`src/hw/rtl/scsa_pkg.sv`:
```
package scsa_pkg;

    localparam int MIN_SHIFT       = 8;
    localparam int MAX_SHIFT       = 27;
    localparam int NUM_CLASSES     = 20;
    localparam int SLOTS_PER_CLASS = 16;

    localparam int SIZE_W   = 36;
    localparam int BYTES_W  = 48;
    localparam int CLASS_W  = 5;
    localparam int SLOT_W   = 4;
    localparam int STATUS_W = 2;
    localparam int MSB_W    = $clog2(SIZE_W);

    localparam logic [STATUS_W-1:0] STATUS_OK        = 2'd0;
    localparam logic [STATUS_W-1:0] STATUS_NO_SPACE  = 2'd1;
    localparam logic [STATUS_W-1:0] STATUS_NOT_ALLOC = 2'd2;

    localparam logic ACTION_ALLOC = 1'b0;
    localparam logic ACTION_FREE  = 1'b1;

    typedef logic [SLOTS_PER_CLASS-1:0] bitmap_t;

    // Byte accounting update, committed when a word leaves the execute stage
    typedef struct packed {
        logic              commit;
        logic              alloc_ok;
        logic              is_free;
        logic [SIZE_W-1:0] size;
    } acct_upd_t;

endpackage

```
`src/hw/rtl/size_class_slot_allocator.sv`:
```
// Size-class slot allocator. Each request word allocates (action 0) or frees
// (action 1) a slot in the power-of-two size class picked from req_bytes,
// and returns one response word with the status, class, slot and the running
// and peak byte totals. The response register loads when the execute step
// commits: the accepting edge starts the synchronous read of the class bitmap
// memory, and the execute step then picks or clears the slot, writes the
// bitmap back and updates the byte counters. Requests are handled one at a
// time, so a new request is not taken until the last one has committed;
// req_ready stays low while a request is in the execute step or waits for
// the response register.
module size_class_slot_allocator
    import scsa_pkg::*;
(
    input  logic                clk,
    input  logic                rst_n,
    input  logic                req_valid,
    output logic                req_ready,
    input  logic                action,
    input  logic [SIZE_W-1:0]   req_bytes,
    input  logic [SLOT_W-1:0]   free_slot,
    output logic                rsp_valid,
    input  logic                rsp_ready,
    output logic [STATUS_W-1:0] status,
    output logic [CLASS_W-1:0]  size_class,
    output logic [SLOT_W-1:0]   granted_slot,
    output logic [BYTES_W-1:0]  bytes_in_use,
    output logic [BYTES_W-1:0]  peak_bytes
);

    localparam logic ST_IDLE = 1'b0;
    localparam logic ST_EXEC = 1'b1;

    logic state_reg;
    logic state_next;

    logic               action_reg;
    logic [SIZE_W-1:0]  size_reg;
    logic [SLOT_W-1:0]  slot_in_reg;
    logic [CLASS_W-1:0] class_reg;

    logic                rsp_valid_reg;
    logic [STATUS_W-1:0] status_reg;
    logic [CLASS_W-1:0]  class_out_reg;
    logic [SLOT_W-1:0]   slot_out_reg;
    logic [BYTES_W-1:0]  bytes_reg;
    logic [BYTES_W-1:0]  peak_reg;

    logic               accept;
    logic               commit;
    logic [CLASS_W-1:0] class_sel;
    bitmap_t            rd_bitmap;
    bitmap_t            free_bits;
    bitmap_t            wr_bitmap;
    logic               wr_en;
    logic [SLOT_W-1:0]  low_free;
    logic               slot_used;
    logic [STATUS_W-1:0] status_calc;
    logic [SLOT_W-1:0]  slot_calc;
    acct_upd_t          acct_upd;
    logic [BYTES_W-1:0] total_next;
    logic [BYTES_W-1:0] peak_next;

    assign req_ready = (state_reg == ST_IDLE);
    assign accept    = req_valid && req_ready;
    assign commit    = (state_reg == ST_EXEC) && (!rsp_valid_reg || rsp_ready);

    scsa_class_sel u_class_sel (
        .req_bytes  (req_bytes),
        .size_class (class_sel)
    );

    scsa_bitmap_mem u_bitmap_mem (
        .clk     (clk),
        .rst_n   (rst_n),
        .rd_en   (accept),
        .rd_addr (class_sel),
        .rd_data (rd_bitmap),
        .wr_en   (wr_en),
        .wr_addr (class_reg),
        .wr_data (wr_bitmap)
    );

    assign free_bits = ~rd_bitmap;

    // Lowest free slot
    always_comb
    begin
        low_free = '0;
        for (int i = SLOTS_PER_CLASS - 1; i >= 0; i--)
        begin
            if (free_bits[i])
                low_free = SLOT_W'(i);
        end
    end

    assign slot_used = (32'(slot_in_reg) < SLOTS_PER_CLASS) && rd_bitmap[slot_in_reg];

    always_comb
    begin
        status_calc = STATUS_OK;
        slot_calc   = '0;
        wr_bitmap   = rd_bitmap;
        wr_en       = 1'b0;
        if (action_reg == ACTION_ALLOC)
        begin
            if (free_bits == '0)
                status_calc = STATUS_NO_SPACE;
            else
            begin
                slot_calc            = low_free;
                wr_bitmap[low_free]  = 1'b1;
                wr_en                = commit;
            end
        end
        else
        begin
            slot_calc = slot_in_reg;
            if (slot_used)
            begin
                wr_bitmap[slot_in_reg] = 1'b0;
                wr_en                  = commit;
            end
            else
                status_calc = STATUS_NOT_ALLOC;
        end
    end

    always_comb
    begin
        acct_upd.commit   = commit;
        acct_upd.alloc_ok = (action_reg == ACTION_ALLOC) && (status_calc == STATUS_OK);
        acct_upd.is_free  = (action_reg == ACTION_FREE);
        acct_upd.size     = size_reg;
    end

    scsa_byte_acct u_byte_acct (
        .clk        (clk),
        .rst_n      (rst_n),
        .upd        (acct_upd),
        .total_next (total_next),
        .peak_next  (peak_next)
    );

    always_comb
    begin
        state_next = state_reg;
        case (state_reg)
            ST_IDLE:
            begin
                if (accept)
                    state_next = ST_EXEC;
            end
            ST_EXEC:
            begin
                // Hold the read word until the response register frees up
                if (commit)
                    state_next = ST_IDLE;
            end
            default:
            begin
                state_next = ST_IDLE;
            end
        endcase
    end

    always_ff @(posedge clk or negedge rst_n)
    begin
        if (!rst_n)
        begin
            state_reg     <= ST_IDLE;
            rsp_valid_reg <= 1'b0;
        end
        else
        begin
            state_reg <= state_next;
            if (commit)
                rsp_valid_reg <= 1'b1;
            else if (rsp_ready)
                rsp_valid_reg <= 1'b0;
        end
    end

    always_ff @(posedge clk)
    begin
        if (accept)
        begin
            action_reg  <= action;
            size_reg    <= req_bytes;
            slot_in_reg <= free_slot;
            class_reg   <= class_sel;
        end
        if (commit)
        begin
            status_reg    <= status_calc;
            class_out_reg <= class_reg;
            slot_out_reg  <= slot_calc;
            bytes_reg     <= total_next;
            peak_reg      <= peak_next;
        end
    end

    assign rsp_valid    = rsp_valid_reg;
    assign status       = status_reg;
    assign size_class   = class_out_reg;
    assign granted_slot = slot_out_reg;
    assign bytes_in_use = bytes_reg;
    assign peak_bytes   = peak_reg;

`ifndef SYNTHESIS
    a_accept_then_exec: assert property (@(posedge clk) disable iff (!rst_n)
        accept |=> (state_reg == ST_EXEC) && !req_ready)
        else $error("accepted word did not enter execute step");

    a_peak_covers_total: assert property (@(posedge clk) disable iff (!rst_n)
        rsp_valid |-> (peak_bytes >= bytes_in_use))
        else $error("peak below bytes in use");

    a_no_space_slot_zero: assert property (@(posedge clk) disable iff (!rst_n)
        (rsp_valid && (status == STATUS_NO_SPACE)) |-> (granted_slot == '0))
        else $error("slot given on a full class");

    a_write_only_on_commit: assert property (@(posedge clk) disable iff (!rst_n)
        wr_en |-> commit && (state_reg == ST_EXEC))
        else $error("bitmap written outside execute step");
`endif

endmodule

```
`src/hw/rtl/scsa_class_sel.sv`:
```
module scsa_class_sel
    import scsa_pkg::*;
(
    input  logic [SIZE_W-1:0]  req_bytes,
    output logic [CLASS_W-1:0] size_class
);

    logic [SIZE_W-1:0] size_m1;
    logic [MSB_W-1:0]  msb;
    logic [MSB_W:0]    raw_class;

    assign size_m1 = req_bytes - SIZE_W'(1);

    // Leading-one position of size-1 gives floor(log2(size-1)); ceil(log2 size) is one more
    always_comb
    begin
        msb = '0;
        for (int i = 0; i < SIZE_W; i++)
        begin
            if (size_m1[i])
                msb = MSB_W'(i);
        end
    end

    assign raw_class = (MSB_W+1)'(msb) + (MSB_W+1)'(1) - (MSB_W+1)'(MIN_SHIFT);

    always_comb
    begin
        if (req_bytes <= SIZE_W'(64'd1 << MIN_SHIFT))
            size_class = '0;
        else if (req_bytes > SIZE_W'(64'd1 << MAX_SHIFT))
            size_class = CLASS_W'(NUM_CLASSES - 1);
        else if (raw_class > (MSB_W+1)'(NUM_CLASSES - 1))
            size_class = CLASS_W'(NUM_CLASSES - 1);
        else
            size_class = CLASS_W'(raw_class);
    end

endmodule

```
`src/hw/rtl/scsa_bitmap_mem.sv`:
```
module scsa_bitmap_mem
    import scsa_pkg::*;
(
    input  logic               clk,
    input  logic               rst_n,
    input  logic               rd_en,
    input  logic [CLASS_W-1:0] rd_addr,
    output bitmap_t            rd_data,
    input  logic               wr_en,
    input  logic [CLASS_W-1:0] wr_addr,
    input  bitmap_t            wr_data
);

    bitmap_t                mem [NUM_CLASSES];
    logic [NUM_CLASSES-1:0] written_reg;
    bitmap_t                rd_data_reg;
    logic                   rd_written_reg;

    always_ff @(posedge clk)
    begin
        if (wr_en)
            mem[wr_addr] <= wr_data;
        if (rd_en)
            rd_data_reg <= mem[rd_addr];
    end

    // Entries never written read as all slots free
    always_ff @(posedge clk or negedge rst_n)
    begin
        if (!rst_n)
        begin
            written_reg    <= '0;
            rd_written_reg <= 1'b0;
        end
        else
        begin
            if (wr_en)
                written_reg[wr_addr] <= 1'b1;
            if (rd_en)
                rd_written_reg <= written_reg[rd_addr];
        end
    end

    assign rd_data = rd_written_reg ? rd_data_reg : '0;

endmodule

```
`src/hw/rtl/scsa_byte_acct.sv`:
```
module scsa_byte_acct
    import scsa_pkg::*;
(
    input  logic               clk,
    input  logic               rst_n,
    input  acct_upd_t          upd,
    output logic [BYTES_W-1:0] total_next,
    output logic [BYTES_W-1:0] peak_next
);

    logic [BYTES_W-1:0] total_reg;
    logic [BYTES_W-1:0] peak_reg;
    logic [BYTES_W:0]   sum;
    logic [BYTES_W-1:0] size_ext;

    assign size_ext = BYTES_W'(upd.size);
    assign sum      = {1'b0, total_reg} + {1'b0, size_ext};

    always_comb
    begin
        total_next = total_reg;
        peak_next  = peak_reg;
        if (upd.alloc_ok)
        begin
            // Saturate at the top of the counter
            total_next = sum[BYTES_W] ? '1 : sum[BYTES_W-1:0];
            if (total_next > peak_reg)
                peak_next = total_next;
        end
        else if (upd.is_free)
        begin
            // Saturate at zero
            total_next = (size_ext > total_reg) ? '0 : total_reg - size_ext;
        end
    end

    always_ff @(posedge clk or negedge rst_n)
    begin
        if (!rst_n)
        begin
            total_reg <= '0;
            peak_reg  <= '0;
        end
        else if (upd.commit)
        begin
            total_reg <= total_next;
            peak_reg  <= peak_next;
        end
    end

endmodule

```
`config.mk`:
```
export PLATFORM = sky130hd
export DESIGN_NAME = size_class_slot_allocator
export DESIGN_NICKNAME = d
export VERILOG_FILES = /design/src/hw/rtl/scsa_pkg.sv /design/src/hw/rtl/size_class_slot_allocator.sv /design/src/hw/rtl/scsa_class_sel.sv /design/src/hw/rtl/scsa_bitmap_mem.sv /design/src/hw/rtl/scsa_byte_acct.sv
export SDC_FILE = /design/constraint.sdc
export NUM_CORES = 1
export LEC_CHECK = 0
export BUFFER_PORTS_ARGS = -buffer_cell sky130_fd_sc_hd__buf_2
export CAP_MARGIN = 0
export CORE_AREA = 2 2 244 246
export DETAILED_ROUTE_END_ITERATION = 10
export DIE_AREA = 0 0 246 248
export PLACE_DENSITY = 0.72
export SLEW_MARGIN = 20
export SYNTH_ARGS = -nofsm -noshare
export SYNTH_HDL_FRONTEND = slang
export SYNTH_SLANG_ARGS = --single-unit
```
`constraint.sdc`:
```
create_clock -name clk -period 7.8 [get_ports clk]
set_input_delay 0.39 -clock clk [delete_from_list [all_inputs] [get_ports clk]]
set_output_delay 0.39 -clock clk [all_outputs]
set_load 0.01 [all_outputs]
```
==> metrics.csv <==
metric,value,unit
status,finished clean,
Die W,246,µm
Synth area leader,edfxtp_1,
Die Ht,248,µm
TritonCTS clock tree,yes,
CP arrival,7.78,ns
sequential area share after synthesis,55.5,%
fin nets,3164,
synthesized instance count,2843,
Worst-path clk slew,0.06,ns
worst hold path type,input pin to register,
static leakage,13.8,nW
hold slack,0.0751,ns
Routed WL,93800,µm
CTS Buf Count,66,
library cells used by synthesis,94,
Worst Hold Depth,1,
switching part of the total,37.9,%
syn nets,3013,
synthesized area per cell,11.2,µm²
Comb pwr share,40.1,%
vias in the first global route,23300,
Via density,6.41,
Overall Power,12.6,mW
Post-route DRC,0,
Clk pwr share,23.8,%
final setup vio count,0,
CTS root buf,clkbuf_16,
Power Internal,7.85,mW
Placer Congestion,0.919,
hold path endpoint,size_reg[34],
max_slew headroom,24.3,%
CP startpoint kind,register,
"antenna viol nets, final",0,
PortBufs,153,
dpl cells,3693,
Area Growth Syn to Fin,12.4,%
most flop-heavy register,u_bitmap_mem.mem,
Initial Util,54.5,%
setup bufs post-CTS,0,
Post-synth EDFFs,489,
first-pass GRT wire length,141000,µm
yosys warns,0,
FMAX,137,MHz
post-synth top area share,46.1,%
Net Switching,4.79,mW
RR Endpoint,u_byte_acct.peak_reg[23],
Final period util,93.5,%
CTS sink count,608,
"FF+latch count, synth",608,
fin area,35800,µm²
synth top area cells,"edfxtp_1, dfrtp_1, ha_1",
H-tree depth,3,
Max Clock Skew,0.0446,ns
hpwl dp,64400,µm
required time of the critical path,8.29,ns
Seq pwr share,36.1,%
Max-Cap Viols,0,
CP Class,register to register,
layout cells sized above 1,16.4,%
placed instance area,33700,µm²
synthesized area,31900,µm²
worst skew pair latency,0.62,ns
asr flop ratio synth,19.6,%
Pre-antenna DRT Iters,8,
Placeable Area,58500,µm²
Slew Limit Fails,0,
CP startpoint,u_byte_acct.total_reg[8],
crit path capture type,register,
Fillers,4645,
largest buffer count on any clock path,3,
Worst IR Drop VDD,0.239,mV
Slew @ Worst Pin,1.13,ns
Largest register FFs,320,
reg2reg path depth,24,
RR Startpoint,u_byte_acct.total_reg[8],
WL/cell,24.6,µm
Worst R2R Setup Slack,0.51,ns
Main synth FF type,edfxtp_1,
initial antenna violation count,1,
Non-Filler Instances,3815,
Ant. Diodes,0,
total number of vias,24400,
worst-path maximum fanout,22,
final core occ,61.2,%
I/O pins,154,
Final Hold Violating Endpoints,0,
largest net degree at the start of global routing,104,
gr ovfl total,0,
Final Critical Period,7.29,ns
FP Rows,89,
Hold Startpoint,req_bytes[34],
Power Density,353,nW/µm²
die area,61000,µm²
GRT Overall Usage,30.6,%
Initial DRC Count,3141,
[metrics by stage]
stage,setup TNS [ns],setup slack [ns]
2_1_floorplan,0,0.957
3_3_place_gp,0,0.308
3_5_place_dp,0,0.178
4_1_cts,0,0.133
5_1_grt,-0.0337,-0.0144
6_report,0,0.509
[power groups by stage]
stage          registers (mW)  clock network [mW]  logic, mW
2_1_floorplan            4.57                   0       3.40
3_3_place_gp             4.59                   0       4.83
3_5_place_dp             4.61                   0       4.94
4_1_cts                  4.55                3.03       4.97
5_1_grt                  4.60                3.16       5.57
6_report                 4.56                3.00       5.07
[cells in the mapped netlist, types with 35 or more instances]
master,n
a21o_1,41
a21oi_1,138
clkbuf_1,117
dfrtp_1,119
edfxtp_1,489
ha_1,123
inv_1,174
mux2_2,60
mux2i_1,51
nand2_1,274
nand3_1,66
nor2_1,161
nor3_1,48
o21ai_0,184
o221ai_1,37
or2_2,35
xnor2_1,63
[cell usage in the layout (no fill, tap or decap), types with 25 or more instances in the layout]
cell / synthesis / routed
or2_2: 35 / 35
o21bai_1: 25 / 25
edfxtp_1: 489 / 489
a21oi_1: 138 / 138
buf_4: 3 / 76
nand3_1: 66 / 65
xnor2_1: 63 / 63
o22ai_1: 29 / 29
nor2_1: 161 / 156
a21o_1: 41 / 41
mux2_2: 60 / 60
a31oi_1: 31 / 28
dfrtp_1: 119 / 119
nand2_1: 274 / 273
and3_1: 26 / 26
inv_1: 174 / 173
mux2i_1: 51 / 50
buf_2: 23 / 152
clkbuf_16: 0 / 66
nor3_1: 48 / 48
o21ai_0: 184 / 179
and2_1: 25 / 25
o221ai_1: 37 / 37
nand4_1: 31 / 31
ha_1: 123 / 123
a22oi_1: 28 / 27
nor2b_1: 29 / 28
[cell families (layout without fill, tap and decap cells)]
family | count (synthesis) | in the layout | share of synthesized area, %
AO/OA/AOI/OAI | 758 | 758 | 16.4
adder cells (fa/ha/maj) | 125 | 125 | 4.96
buffers and inverters | 332 | 531 | 4.05
multiplexers | 114 | 114 | 3.94
XOR/XNOR | 81 | 81 | 2.23
AND/OR/NAND/NOR | 825 | 825 | 13.0
flip-flops | 608 | 608 | 55.5
[what timing repair did]
action / 4_1_cts / 5_1_grt
endpoints found under the setup margin: 0 / 96
gates resized for setup: 0 / 9
hold buffers: 6 / 0
endpoints found under the hold margin: 58 / 0
[critical path, stage by stage (launching register included)]
cell and delay, ns:
dfrtp_1 0.41, ha_1 0.50, nor3_1 0.15, and2_1 0.19
o31ai_1 0.20, a21oi_1 0.15, nor4_1 0.31, a211oi_1 0.16
o21ai_1 0.27, a21oi_1 0.17, o311ai_1 0.47, a31oi_2 0.25
o21a_1 0.31, nand3_1 0.14, mux2i_2 0.40, inv_1 0.09
ha_1 0.31, nand4_1 0.09, or2_2 0.31, or3_1 0.41
or4_1 0.51, o211ai_1 0.33, buf_4 0.38, mux2_2 0.40
mux2_2 0.27
[worst max-delay path by stage]
stage                                     endpoint  slack [ns]
after floorplan           u_byte_acct.peak_reg[24]        0.96
after global placement    u_byte_acct.peak_reg[23]        0.31
after detailed placement  u_byte_acct.peak_reg[23]        0.18
after CTS                 u_byte_acct.peak_reg[23]        0.13
after global routing       u_byte_acct.peak_reg[3]       -0.01
final                     u_byte_acct.peak_reg[23]        0.51
[metal layers]
layer | track usage (%) | vias up | routed length, µm
met5 | 0 | - | 13
met2 | 47.2 | 1245 | 42400
met3 | 4.83 | 186 | 8720
met4 | 9.96 | 2 | 2710
met1 | 44.4 | 12000 | 40000
li1 | - | 11000 | -
[layout make-up]
cell class / count / area (µm²) / area share [%]
sequential: 608 / 17700 / 49.3
multi-input combinational: 1903 / 13000 / 36.4
clock buffer: 82 / 1730 / 4.84
timing repair buffer: 236 / 1430 / 4.00
tap: 773 / 967 / 2.70
inverter: 179 / 679 / 1.90
clock inverter: 34 / 308 / 0.860
(Power assumes the default switching activity.)
